**src/rtl/fmpt_pkg.sv**
```systemverilog
// Package for the flow meter pulse totaliser.
// Holds the job word passed from the front to the back, register codes and
// the fixed arithmetic constants. No dependencies.
package fmpt_pkg;

  // Configuration register codes.
  localparam logic [1:0] REG_LOCKOUT = 2'd0;
  localparam logic [1:0] REG_WINDOW  = 2'd1;
  localparam logic [1:0] REG_PPL     = 2'd2;

  // Reset values of the configuration registers.
  localparam logic [9:0]  LOCKOUT_RST = 10'd50;
  localparam logic [15:0] WINDOW_RST  = 16'd1000;
  localparam logic [15:0] PPL_RST     = 16'd75;

  // Arithmetic widths and scale factors.
  localparam int unsigned RATE_NUM_W = 42;
  localparam int unsigned RATE_DEN_W = 32;
  localparam int unsigned VOL_NUM_W  = 58;
  localparam int unsigned VOL_DEN_W  = 16;

  localparam logic [25:0] RATE_SCALE = 26'd60000000;
  localparam logic [25:0] RATE_MAX   = 26'd60000000;
  localparam logic [9:0]  VOL_SCALE  = 10'd1000;

  // One closed window, as handed from the front to the back.
  typedef struct packed {
    logic [15:0] pulses;
    logic [15:0] elapsed;
    logic [47:0] total;
    logic [15:0] ppl;
  } fmpt_job_t;

endpackage

```
**src/rtl/fmpt_front.sv**
```systemverilog
// Front end of the flow meter pulse totaliser: configuration registers,
// debounce lockout, window timing and the running total.
// Depends on fmpt_pkg.
module fmpt_front import fmpt_pkg::*; (
  input  logic        clk_i,
  input  logic        rst_ni,
  input  logic        cfg_valid_i,
  input  logic [1:0]  cfg_index_i,
  input  logic [15:0] cfg_data_i,
  input  logic        tick_valid_i,
  output logic        tick_ready_o,
  input  logic        pulse_edge_i,
  input  logic        queue_full_i,
  output logic        job_push_o,
  output fmpt_job_t   job_o
);

  logic [9:0]  lockout_q;
  logic [15:0] window_q;
  logic [15:0] ppl_q;
  logic [10:0] since_q,   since_d;
  logic [15:0] elapsed_q, elapsed_d;
  logic [15:0] pulses_q,  pulses_d;
  logic [47:0] total_q,   total_d;
  logic [15:0] win_eff;
  logic [48:0] total_sum;
  logic        counted;
  logic        closing;
  logic        accept;

  assign tick_ready_o = !queue_full_i;
  assign accept       = tick_valid_i && tick_ready_o;
  assign win_eff      = (window_q == 16'd0) ? 16'd1 : window_q;

  always_comb begin
    since_d   = (since_q != '1) ? since_q + 11'd1 : since_q;
    counted   = pulse_edge_i && (since_d > {1'b0, lockout_q});
    pulses_d  = pulses_q;
    if (counted) begin
      since_d = '0;
      if (pulses_q != '1) begin
        pulses_d = pulses_q + 16'd1;
      end
    end
    elapsed_d = (elapsed_q != '1) ? elapsed_q + 16'd1 : elapsed_q;
    closing   = elapsed_d >= win_eff;
    total_sum = {1'b0, total_q} + {33'd0, pulses_d};
    total_d   = total_sum[48] ? '1 : total_sum[47:0];
  end

  assign job_push_o     = accept && closing;
  assign job_o.pulses   = pulses_d;
  assign job_o.elapsed  = elapsed_d;
  assign job_o.total    = total_d;
  assign job_o.ppl      = (ppl_q == 16'd0) ? 16'd1 : ppl_q;

  always_ff @(posedge clk_i or negedge rst_ni) begin
    if (!rst_ni) begin
      lockout_q <= LOCKOUT_RST;
      window_q  <= WINDOW_RST;
      ppl_q     <= PPL_RST;
      since_q   <= '0;
      elapsed_q <= '0;
      pulses_q  <= '0;
      total_q   <= '0;
    end else begin
      if (cfg_valid_i) begin
        unique case (cfg_index_i)
          REG_LOCKOUT: lockout_q <= cfg_data_i[9:0];
          REG_WINDOW:  window_q  <= cfg_data_i;
          REG_PPL:     ppl_q     <= cfg_data_i;
          default: ;
        endcase
      end
      if (accept) begin
        since_q <= since_d;
        if (closing) begin
          elapsed_q <= '0;
          pulses_q  <= '0;
          total_q   <= total_d;
        end else begin
          elapsed_q <= elapsed_d;
          pulses_q  <= pulses_d;
        end
      end
    end
  end

endmodule

```
**src/rtl/fmpt_queue.sv**
```systemverilog
// Short job queue between the front and the back of the totaliser.
// Depends on fmpt_pkg for the job word.
module fmpt_queue import fmpt_pkg::*; #(
  parameter int unsigned DEPTH = 2
) (
  input  logic      clk_i,
  input  logic      rst_ni,
  input  logic      push_i,
  input  fmpt_job_t push_data_i,
  output logic      full_o,
  input  logic      pop_i,
  output logic      pop_valid_o,
  output fmpt_job_t pop_data_o
);

  localparam int unsigned PTR_W = (DEPTH > 1) ? $clog2(DEPTH) : 1;
  localparam int unsigned CNT_W = $clog2(DEPTH + 1);
  localparam logic [PTR_W-1:0] LAST = PTR_W'(DEPTH - 1);

  fmpt_job_t        mem_q [DEPTH];
  logic [PTR_W-1:0] wr_ptr_q, rd_ptr_q;
  logic [CNT_W-1:0] count_q;
  logic             do_pop;

  assign full_o      = count_q == CNT_W'(DEPTH);
  assign pop_valid_o = count_q != '0;
  assign pop_data_o  = mem_q[rd_ptr_q];
  assign do_pop      = pop_i && pop_valid_o;

  always_ff @(posedge clk_i) begin
    if (push_i) begin
      mem_q[wr_ptr_q] <= push_data_i;
    end
  end

  always_ff @(posedge clk_i or negedge rst_ni) begin
    if (!rst_ni) begin
      wr_ptr_q <= '0;
      rd_ptr_q <= '0;
      count_q  <= '0;
    end else begin
      if (push_i) begin
        wr_ptr_q <= (wr_ptr_q == LAST) ? '0 : wr_ptr_q + PTR_W'(1);
      end
      if (do_pop) begin
        rd_ptr_q <= (rd_ptr_q == LAST) ? '0 : rd_ptr_q + PTR_W'(1);
      end
      if (push_i && !do_pop) begin
        count_q <= count_q + CNT_W'(1);
      end else if (do_pop && !push_i) begin
        count_q <= count_q - CNT_W'(1);
      end
    end
  end

`ifndef ASSERT_OFF
  a_no_overflow: assert property (@(posedge clk_i) disable iff (!rst_ni)
    push_i |-> (!full_o || do_pop))
    else $error("job queue written while full");
  a_count_bound: assert property (@(posedge clk_i) disable iff (!rst_ni)
    count_q <= CNT_W'(DEPTH))
    else $error("job queue count beyond depth");
`endif

endmodule

```
**src/rtl/fmpt_div.sv**
```systemverilog
// Restoring divider for the totaliser, one quotient bit per cycle.
// No package dependencies.
module fmpt_div #(
  parameter int unsigned NUM_W = 42,
  parameter int unsigned DEN_W = 32
) (
  input  logic             clk_i,
  input  logic             rst_ni,
  input  logic             start_i,
  input  logic [NUM_W-1:0] num_i,
  input  logic [DEN_W-1:0] den_i,
  output logic             done_o,
  output logic [NUM_W-1:0] quot_o
);

  localparam int unsigned CNT_W = $clog2(NUM_W + 1);

  logic [NUM_W-1:0] quo_q;
  logic [DEN_W-1:0] rem_q;
  logic [DEN_W-1:0] den_q;
  logic [CNT_W-1:0] cnt_q;
  logic             busy_q;
  logic             done_q;
  logic [DEN_W:0]   shifted;
  logic [DEN_W+1:0] diff;
  logic             ge;

  assign shifted = {rem_q, quo_q[NUM_W-1]};
  assign diff    = {1'b0, shifted} - {2'b00, den_q};
  assign ge      = !diff[DEN_W+1];
  assign done_o  = done_q;
  assign quot_o  = quo_q;

  always_ff @(posedge clk_i) begin
    if (start_i && !busy_q) begin
      quo_q <= num_i;
      rem_q <= '0;
      den_q <= den_i;
    end else if (busy_q) begin
      quo_q <= {quo_q[NUM_W-2:0], ge};
      rem_q <= ge ? diff[DEN_W-1:0] : shifted[DEN_W-1:0];
    end
  end

  always_ff @(posedge clk_i or negedge rst_ni) begin
    if (!rst_ni) begin
      busy_q <= 1'b0;
      done_q <= 1'b0;
      cnt_q  <= '0;
    end else begin
      done_q <= 1'b0;
      if (start_i && !busy_q) begin
        busy_q <= 1'b1;
        cnt_q  <= CNT_W'(NUM_W);
      end else if (busy_q) begin
        cnt_q <= cnt_q - CNT_W'(1);
        if (cnt_q == CNT_W'(1)) begin
          busy_q <= 1'b0;
          done_q <= 1'b1;
        end
      end
    end
  end

`ifndef ASSERT_OFF
  a_rem_below_den: assert property (@(posedge clk_i) disable iff (!rst_ni)
    busy_q |-> (rem_q < den_q))
    else $error("partial remainder not below divisor");
`endif

endmodule

```
**src/rtl/fmpt_back.sv**
```systemverilog
// Back end of the totaliser: turns a closed window into rate and volume
// with two dividers and holds the result word. Depends on fmpt_pkg, fmpt_div.
module fmpt_back import fmpt_pkg::*; (
  input  logic        clk_i,
  input  logic        rst_ni,
  input  logic        job_valid_i,
  output logic        job_pop_o,
  input  fmpt_job_t   job_i,
  output logic        res_valid_o,
  input  logic        res_ready_i,
  output logic [15:0] res_pulses_o,
  output logic [25:0] res_rate_o,
  output logic [31:0] res_volume_o
);

  typedef enum logic [1:0] {
    ST_IDLE,
    ST_MUL,
    ST_DIV,
    ST_OUT
  } state_e;

  state_e                 state_q;
  fmpt_job_t              job_q;
  logic [RATE_NUM_W-1:0]  rate_num_q;
  logic [RATE_DEN_W-1:0]  rate_den_q;
  logic [VOL_NUM_W-1:0]   vol_num_q;
  logic                   start_q;
  logic                   rate_done_q;
  logic                   vol_done_q;
  logic                   rate_done;
  logic                   vol_done;
  logic [RATE_NUM_W-1:0]  rate_quot;
  logic [VOL_NUM_W-1:0]   vol_quot;
  logic                   res_valid_q;
  logic [15:0]            res_pulses_q;
  logic [25:0]            res_rate_q;
  logic [31:0]            res_volume_q;
  logic [25:0]            rate_sat;
  logic [31:0]            vol_sat;

  assign job_pop_o = (state_q == ST_IDLE);

  fmpt_div #(.NUM_W(RATE_NUM_W), .DEN_W(RATE_DEN_W)) u_rate_div (
    .clk_i  (clk_i),
    .rst_ni (rst_ni),
    .start_i(start_q),
    .num_i  (rate_num_q),
    .den_i  (rate_den_q),
    .done_o (rate_done),
    .quot_o (rate_quot)
  );

  fmpt_div #(.NUM_W(VOL_NUM_W), .DEN_W(VOL_DEN_W)) u_vol_div (
    .clk_i  (clk_i),
    .rst_ni (rst_ni),
    .start_i(start_q),
    .num_i  (vol_num_q),
    .den_i  (job_q.ppl),
    .done_o (vol_done),
    .quot_o (vol_quot)
  );

  assign rate_sat = (rate_quot > {16'd0, RATE_MAX}) ? RATE_MAX : rate_quot[25:0];
  assign vol_sat  = (vol_quot[VOL_NUM_W-1:32] != '0) ? '1 : vol_quot[31:0];

  always_ff @(posedge clk_i) begin
    if (state_q == ST_IDLE && job_valid_i) begin
      job_q <= job_i;
    end
    if (state_q == ST_MUL) begin
      rate_num_q <= RATE_NUM_W'(job_q.pulses) * RATE_NUM_W'(RATE_SCALE);
      rate_den_q <= RATE_DEN_W'(job_q.ppl) * RATE_DEN_W'(job_q.elapsed);
      vol_num_q  <= VOL_NUM_W'(job_q.total) * VOL_NUM_W'(VOL_SCALE);
    end
  end

  always_ff @(posedge clk_i or negedge rst_ni) begin
    if (!rst_ni) begin
      state_q      <= ST_IDLE;
      start_q      <= 1'b0;
      rate_done_q  <= 1'b0;
      vol_done_q   <= 1'b0;
      res_valid_q  <= 1'b0;
      res_pulses_q <= '0;
      res_rate_q   <= '0;
      res_volume_q <= '0;
    end else begin
      start_q <= 1'b0;
      unique case (state_q)
        ST_IDLE: begin
          if (job_valid_i) begin
            state_q <= ST_MUL;
          end
        end
        ST_MUL: begin
          start_q     <= 1'b1;
          rate_done_q <= 1'b0;
          vol_done_q  <= 1'b0;
          state_q     <= ST_DIV;
        end
        ST_DIV: begin
          rate_done_q <= rate_done_q || rate_done;
          vol_done_q  <= vol_done_q || vol_done;
          if ((rate_done_q || rate_done) && (vol_done_q || vol_done)) begin
            res_valid_q  <= 1'b1;
            res_pulses_q <= job_q.pulses;
            res_rate_q   <= rate_sat;
            res_volume_q <= vol_sat;
            state_q      <= ST_OUT;
          end
        end
        ST_OUT: begin
          if (res_ready_i) begin
            res_valid_q <= 1'b0;
            state_q     <= ST_IDLE;
          end
        end
        default: state_q <= ST_IDLE;
      endcase
    end
  end

  assign res_valid_o  = res_valid_q;
  assign res_pulses_o = res_pulses_q;
  assign res_rate_o   = res_rate_q;
  assign res_volume_o = res_volume_q;

`ifndef ASSERT_OFF
  a_rate_bound: assert property (@(posedge clk_i) disable iff (!rst_ni)
    res_valid_q |-> (res_rate_q <= RATE_MAX))
    else $error("flow rate above its saturation bound");
  a_valid_only_out: assert property (@(posedge clk_i) disable iff (!rst_ni)
    res_valid_q |-> (state_q == ST_OUT))
    else $error("result shown outside the output state");
`endif

endmodule

```
**src/rtl/flow_meter_pulse_totalizer.sv**
```systemverilog
// Top level of the flow meter pulse totaliser: front end, job queue and
// divider back end. Depends on fmpt_pkg, fmpt_front, fmpt_queue, fmpt_back.
//
//   Channel   Direction  Word
//   s_axis    in         one millisecond tick: tdata[0] pulse_edge
//   m_axis    out        one closed window: pulses, rate, volume
//   cfg       in         register write: index 0 lockout, 1 window, 2 ppl
//
// A tick is taken whenever the job queue has room, so ticks may arrive back
// to back. A tick that closes a window leaves a job in the queue; the back
// end takes one job at a time, and the 58-step volume divider running beside
// the 42-step rate divider sets its pace. Reset clears all counters, the
// queue and the output, and loads the default configuration. A stalled
// output holds the back end, then fills the queue, then stalls ticks.
module flow_meter_pulse_totalizer import fmpt_pkg::*; #(
  parameter int unsigned QUEUE_DEPTH = 2
) (
  input  logic        clk_i,
  input  logic        rst_ni,
  // Tick input.
  input  logic        s_axis_tvalid,
  output logic        s_axis_tready,
  input  logic [7:0]  s_axis_tdata,   // [0] pulse_edge, [7:1] ignored
  // Window results.
  output logic        m_axis_tvalid,
  input  logic        m_axis_tready,
  output logic [79:0] m_axis_tdata,   // [15:0] window_pulse_count,
                                      // [41:16] flow_rate_centi_lpm,
                                      // [73:42] total_volume_cl, [79:74] zero
  // Configuration writes.
  input  logic        cfg_valid_i,
  output logic        cfg_ready_o,
  input  logic [1:0]  cfg_index_i,
  input  logic [15:0] cfg_data_i
);

  fmpt_job_t   push_job;
  fmpt_job_t   pop_job;
  logic        push;
  logic        full;
  logic        pop;
  logic        pop_valid;
  logic [15:0] res_pulses;
  logic [25:0] res_rate;
  logic [31:0] res_volume;

  // Registers are always writable; the user must write them only while idle, as the block does not enforce it.
  assign cfg_ready_o = 1'b1;

  // The front end debounces edges, times the window and keeps the total.
  fmpt_front u_front (
    .clk_i       (clk_i),
    .rst_ni      (rst_ni),
    .cfg_valid_i (cfg_valid_i),
    .cfg_index_i (cfg_index_i),
    .cfg_data_i  (cfg_data_i),
    .tick_valid_i(s_axis_tvalid),
    .tick_ready_o(s_axis_tready),
    .pulse_edge_i(s_axis_tdata[0]),
    .queue_full_i(full),
    .job_push_o  (push),
    .job_o       (push_job)
  );

  // The queue lets ticks flow on while the dividers work on a closed window.
  fmpt_queue #(.DEPTH(QUEUE_DEPTH)) u_queue (
    .clk_i      (clk_i),
    .rst_ni     (rst_ni),
    .push_i     (push),
    .push_data_i(push_job),
    .full_o     (full),
    .pop_i      (pop),
    .pop_valid_o(pop_valid),
    .pop_data_o (pop_job)
  );

  // The back end derives rate and volume and holds the result word.
  fmpt_back u_back (
    .clk_i       (clk_i),
    .rst_ni      (rst_ni),
    .job_valid_i (pop_valid),
    .job_pop_o   (pop),
    .job_i       (pop_job),
    .res_valid_o (m_axis_tvalid),
    .res_ready_i (m_axis_tready),
    .res_pulses_o(res_pulses),
    .res_rate_o  (res_rate),
    .res_volume_o(res_volume)
  );

  assign m_axis_tdata = {6'd0, res_volume, res_rate, res_pulses};

endmodule

```
**config.mk**
```make
export PLATFORM = sky130hd
export DESIGN_NAME = flow_meter_pulse_totalizer
export DESIGN_NICKNAME = d
export VERILOG_FILES = /design/src/rtl/fmpt_pkg.sv /design/src/rtl/fmpt_front.sv /design/src/rtl/fmpt_queue.sv /design/src/rtl/fmpt_div.sv /design/src/rtl/fmpt_back.sv /design/src/rtl/flow_meter_pulse_totalizer.sv
export SDC_FILE = /design/constraint.sdc
export NUM_CORES = 2
export LEC_CHECK = 0
export ABC_CLOCK_PERIOD_IN_PS = 18450
export BUFFER_PORTS_ARGS = -buffer_cell sky130_fd_sc_hd__buf_4
export CORE_UTILIZATION = 60
export DETAILED_ROUTE_END_ITERATION = 16
export PLACE_DENSITY = 0.88
export SLEW_MARGIN = 20
export SYNTH_ARGS = -nofsm -noshare
export SYNTH_HDL_FRONTEND = slang
export SYNTH_SLANG_ARGS = --single-unit
```
**constraint.sdc**
```tcl
create_clock -name clk_i -period 18.45 [get_ports clk_i]
set_clock_uncertainty 0.1 [all_clocks]
set_input_delay 1.845 -clock clk_i [delete_from_list [all_inputs] [get_ports clk_i]]
set_output_delay 1.845 -clock clk_i [all_outputs]
set_load 0.1 [all_outputs]
```
=== After elaboration in Yosys (flattened, before gate mapping) ===
Memory sizes are Yosys's and may differ from the RTL's. A register that Yosys moved wholly into a read port is not among the register bits.
Index checks and enable logic that the tools add are counted.

* Memories: 1
* Bits in registers: 550
* Word-level logic and storage cells: 154
* Memory bits (writable): 192
* Output and inout bits: 83

{| class="wikitable"
|+ Memory list
! memory !! words !! bits a word !! read ports !! clocked after memory_dff !! write ports !! RTL line !! source
|-
| u_queue.mem_q || 2 || 96 || 1 || 1 || 1 || fmpt_queue.sv:20 || <nowiki>fmpt_job_t mem_q [DEPTH];</nowiki>
|}

* Magnitude comparators: 3
* Mux-type cells: 50
* Reductions and logical operators: 36
* Add/subtract/negate cells: 12
* Equality and inequality tests: 14
* Multipliers: 3

{| class="wikitable"
|+ Operator list
! kind !! count
|-
| $mux W16 || 8
|-
| $mux W58 || 2
|-
| $mux W42 || 2
|-
| $mux W32 || 2
|-
| $mul A48 B7 Y55 const B || 1
|-
| $add A48 B16 Y49 || 1
|-
| $mux W48 || 1
|-
| $gt A42 B26 Y1 const B || 1
|-
| $mul A16 B18 Y34 const B || 1
|-
| $sub A33 B32 Y34 || 1
|-
| $add A16 B1 Y16 const B || 2
|-
| $logic_not A16 Y1 || 2
|-
| $mul A16 B16 Y32 || 1
|-
| $ne A16 B16 Y1 const B || 2
|-
| $mux W26 || 1
|-
| $reduce_bool A26 Y1 || 1
|-
| $mux W6 || 4
|-
| $mux W11 || 2
|-
| $mux W1 || 19
|-
| $sub A17 B16 Y18 || 1
|-
| $ge A16 B16 Y1 || 1
|-
| $eq A6 B1 Y1 const B || 2
|-
| $reduce_bool A2 Y1 || 6
|-
| $sub A6 B1 Y6 const B || 2
|-
| other kinds (19) || 52
|}

=== Longest topological paths before layout ===
* Word-level depth: 8
* Depth in mapped cells: 29
* Depth with buffers taken out: 27

=== Hierarchy ===
Synthesis repeated with hierarchy kept, for this count alone.

* Cell total of the unflattened synthesis: 5,079
* Area total of the unflattened synthesis: 58,384.7 µm²

{| class="wikitable"
|+ By module, submodules not included
! module !! area an instance (µm²) !! cells each !! instances
|-
| fmpt_back || 31,053.5 || 2,800 || 1
|-
| fmpt_front || 8,954.8 || 1,010 || 1
|-
| fmpt_queue || 7,234.4 || 315 || 1
|-
| fmpt_div (u_back.u_rate_div) || 6,127.1 || 550 || 1
|-
| fmpt_div (u_back.u_vol_div) || 4,954.8 || 395 || 1
|-
| flow_meter_pulse_totalizer || 60.1 || 9 || 1
|}

=== Worst setup path before layout ===
Ideal clock, no wire load.

* Path type: reg2reg
* Start: register u_front.elapsed_q[5]
* End: memory u_queue.mem_q[0][0] in the netlist's numbering, enable pin
* Required time: 17.798 ns
* Data arrival time: 7.222 ns
* Slack: 10.576 ns
* Stages on the path, launching flop included: 18
* Clock period less this slack: 7.874 ns
* Cell sequence: dfrtp_1 clkbuf_1 nand4_1 nor3_1 nand3_1 clkbuf_1 and2_1 nand3_1 xnor2_1 ha_1 nand4_1 a21oi_1 nand4_1 o21ai_0 a31oi_1 a21oi_2 nand2_1 nor2_1

{| class="wikitable"
|+ RTL lines
! element !! RTL line !! source
|-
| start, declared || fmpt_front.sv:22 || <nowiki>logic [15:0] elapsed_q, elapsed_d;</nowiki>
|-
| start signal, assigned || fmpt_front.sv:82 || <nowiki>elapsed_q <= elapsed_d;</nowiki>
|-
| end, declared || fmpt_queue.sv:20 ||
|}

==> impl_metrics.csv <==
group,metric,value,unit
hold_path,hold_start,"u_back.rate_den_q[30]",
clocking,ctsResizeCount,0,
timing,hold_violations,0,
placed_design,place_congestion,0.9232,
drt,antenna_left,0,
setup_path,r2r_cells,27,
drt,drtIter0Drc,2947,
power_and_ir_drop,power,4182,µW
logic_synthesis,yosysSeqAreaShare,40.92,%
setup_path,critPathMaxFanout,25,
logic_synthesis,synth-edff-count,557,
status,status,"finished clean",
setup_path,required,18750,ps
global_route,grt_start_max_net_pins,99,
clocking,cts_buffers,85,
power_and_ir_drop,powerDensity,67.12,mW/mm²
logic_synthesis,yosysWarnings,0,
clocking,clkLatencyLatePin,670,ps
logic_synthesis,synth_most_common_cell,"inv_1",
floorplan,die_w,311.6,µm
setup_path,rrSetupSlack,10440,ps
logic_synthesis,yosys-top-cells-count,"764 x inv_1, 557 x edfxtp_1, 464 x ha_1, 462 x fa_1, 418 x nand2_1",
layout,syn_to_final_growth,8.343,%
logic_synthesis,ys.flop_type,"edfxtp_1",
logic_synthesis,netlist_area,0.05751,mm²
logic_synthesis,synth.area.top_cells,"edfxtp_1 29%, fa_1 16%, ha_1 10%",
layout,post-route-util,65.58,%
logic_synthesis,synth_top_area_share,29.08,%
layout,fin_nets,6063,
timing,worst_slew_pin_slew,1085,ps
run,drv_cap,0,
clocking,h-tree-depth,3,
setup_path,timing.rr.end,"u_queue.mem_q[1][56]",
floorplan,die-height,311.6,µm
timing,setup_viol,0,
clocking,hold_buffers,0,
global_route,grt_overflow,0,
timing,clock.fmax,124.8,MHz
clocking,cts_tree,"built",
timing,maxSlewHeadroom,27.53,%
layout,antennaDiodeCount,0,
hold_path,hold_end,"u_back.u_rate_div.den_q[30]",
timing,setup_tns,0,ps
placed_design,dpl_worst_slack,10630,ps
global_route,grt_pass1_vias,39830,
placed_design,place_hpwl,89670,µm
timing,period_needed,8014,ps
hold_path,hp-class,"flop to flop",
setup_path,end_kind,"flop",
global_route,grtUsageTotal,25.94,%
setup_path,arrival,8310,ps
global_route,antenna_found_initial,0,
logic_synthesis,postSynthAreaPerCell,11.37,µm²
drt,via_per_inst,5.920,
logic_synthesis,syn-instance-count,5056,
clocking,cts_setup_buffers,0,
logic_synthesis,synth_cell_types,88,
drt,wl_per_cell,19.38,µm
setup_path,start_kind,"flop",
logic_synthesis,yosys_register_bits,838,
drt,firstDrtPassIters,6,
clocking,clk_pin_slew,60,ps
logic_synthesis,async_reset_ff_share,27.80,%
setup_path,timing.rr.start,"u_front.since_q[0]",
timing,period_share,43.44,%
floorplan,dieArea,0.09709,mm²
floorplan,num_rows,113,
setup_path,worstSetupStartpoint,"u_front.since_q[0]",
power_and_ir_drop,power_leakage,0.02768,µW
global_route,grt_pass1_wl,203400,µm
drt,remaining_drc_errors,0,
layout,drive_gt1_share,10.81,%
hold_path,hold_depth,0,
setup_path,critical_path_class,"flop to flop",
timing,slew_viol_final,0,
clocking,cts_max_path_buffers,3,
timing,hold_ws,322.3,ps
clocking,clock_sinks,838,
timing,rsz0062_at_grt,"false",
floorplan,start_util,60.53,%
placed_design,io_buffers,99,
power_and_ir_drop,ir_drop,0.00005612,V
clocking,root_buffer,"clkbuf_16",
drt,drt-total-wl,124900,µm
logic_synthesis,yosysTopAreaCell,"edfxtp_1",
floorplan,core,0.09501,mm²
timing,finalWorstSetupSlack,10440,ps
floorplan,num_io_pins,114,
layout,fill_cells,6467,
drt,vias,38150,
[registers in the layout, indices dropped and copies added, names as in the netlist, 26 cells and up]
name and flops:
u_back.job_q 96, u_back.rate_den_q 32, u_back.res_rate_o 26, u_front.total_q 48, u_back.res_volume_o 32, u_back.u_rate_div.quot_o 42, u_back.u_rate_div.rem_q 32, u_back.vol_num_q 55
u_back.rate_num_q 34, u_queue.mem_q 192, u_back.u_vol_div.quot_o 58, u_back.u_rate_div.den_q 32
[worst max path at each step]
stage	to	slack, ps	cells past startpoint
5_1_grt	u_queue.mem_q[1][56]	10020	27
3_5_place_dp	u_queue.mem_q[0][56]	10630	27
6_report	u_queue.mem_q[1][56]	10440	27
4_1_cts	u_queue.mem_q[1][56]	10520	27
2_1_floorplan	u_queue.mem_q[0][0]	10580	17
3_3_place_gp	u_queue.mem_q[0][56]	10790	27
[logic make-up (layout without fill, tap and decap cells)]
family,Yosys count,count (layout),synth area share [%]
other,2,7,0.01306
buffers and inverters,930,1048,6.179
adders and majority gates,926,926,26.18
AOI/OAI and AO/OA,820,820,9.342
and+or+nand+nor,1056,1056,8.859
xor gates and xnor gates,213,213,3.244
muxes,271,271,5.265
DFF,838,838,40.92
[where the power goes]
| part | switching, µW | internal (µW) | total (µW) |
|---|---|---|---|
| registers | 48.0 | 2070 | 2110 |
| clock network | 752 | 999 | 1750 |
| logic | 205 | 112 | 317 |
[cells in the final DEF (no fill, tap or decap), types with 27 or more instances in the layout]
| cell | netlist | routed |
|---|---|---|
| dfxtp_1 | 48 | 48 |
| o31ai_1 | 30 | 30 |
| nor3_1 | 48 | 48 |
| o21ai_0 | 185 | 184 |
| xor2_1 | 58 | 58 |
| o22a_1 | 45 | 45 |
| edfxtp_1 | 557 | 557 |
| ha_1 | 464 | 463 |
| clkbuf_16 | 0 | 88 |
| a22o_1 | 35 | 35 |
| fa_1 | 462 | 462 |
| nor2b_1 | 29 | 29 |
| a21oi_1 | 190 | 190 |
| nor2_1 | 161 | 155 |
| mux2_2 | 248 | 248 |
| xnor2_1 | 155 | 155 |
| and3_1 | 40 | 40 |
| and2_1 | 149 | 148 |
| buf_4 | 10 | 123 |
| nand2_1 | 418 | 417 |
| a31oi_1 | 63 | 63 |
| inv_1 | 764 | 762 |
| a21o_1 | 62 | 62 |
| nand2b_1 | 27 | 27 |
| nand3_1 | 75 | 75 |
| dfrtp_1 | 220 | 219 |
[metrics by stage]
stage	instances	cell area [µm²]
floorplan	5061	57530
global placement	6284	59440
detailed placement	6284	59450
CTS	6444	62300
global route	6444	62310
finish	6444	62310
[cell type report]
class                   instances  area [µm²]  area share, %
clock buffers                 122        2430          3.900
clock inverters                38       421.7         0.6767
inverters                     764        2870          4.607
multi-input cells            3293       30530          48.99
flip-flops and latches        838       23540          37.78
well taps                    1265        1583          2.540
repair buffers                124       938.4          1.506
[worst max-delay path, cell delays in order (launching register included)]
cell and delay [ps]:
dfrtp_1 410, ha_1 210, nand3_1 90, nor3_1 300, nand2_1 290, and4_1 340
and3_1 250, xor2_1 180, ha_1 310, nand4_1 130, a21oi_1 180, o31a_1 150
o21a_1 120, o211a_2 590, and2_1 430, nand2_1 140, xnor2_1 330, ha_1 340
nor2b_1 140, o21ai_0 200, a21boi_0 150, o31ai_1 380, o211ai_1 160, buf_4 200
o211ai_1 830, nor2_1 260, nand2_1 150, mux2_2 360
[layer usage]
metal | part of all wire, % | routed length, µm | vias to the layer above | GRT usage [%]
met5 | 0 | 0 | - | 0
met4 | 3.2 | 4023 | 0 | 9.726
met1 | 40 | 49560 | 19030 | 32.69
li1 | - | - | 17380 | -
met2 | 51 | 63470 | 1406 | 45.32
met3 | 6.3 | 7837 | 325 | 3.780
Note: power is estimated with default switching activity, not from simulation.
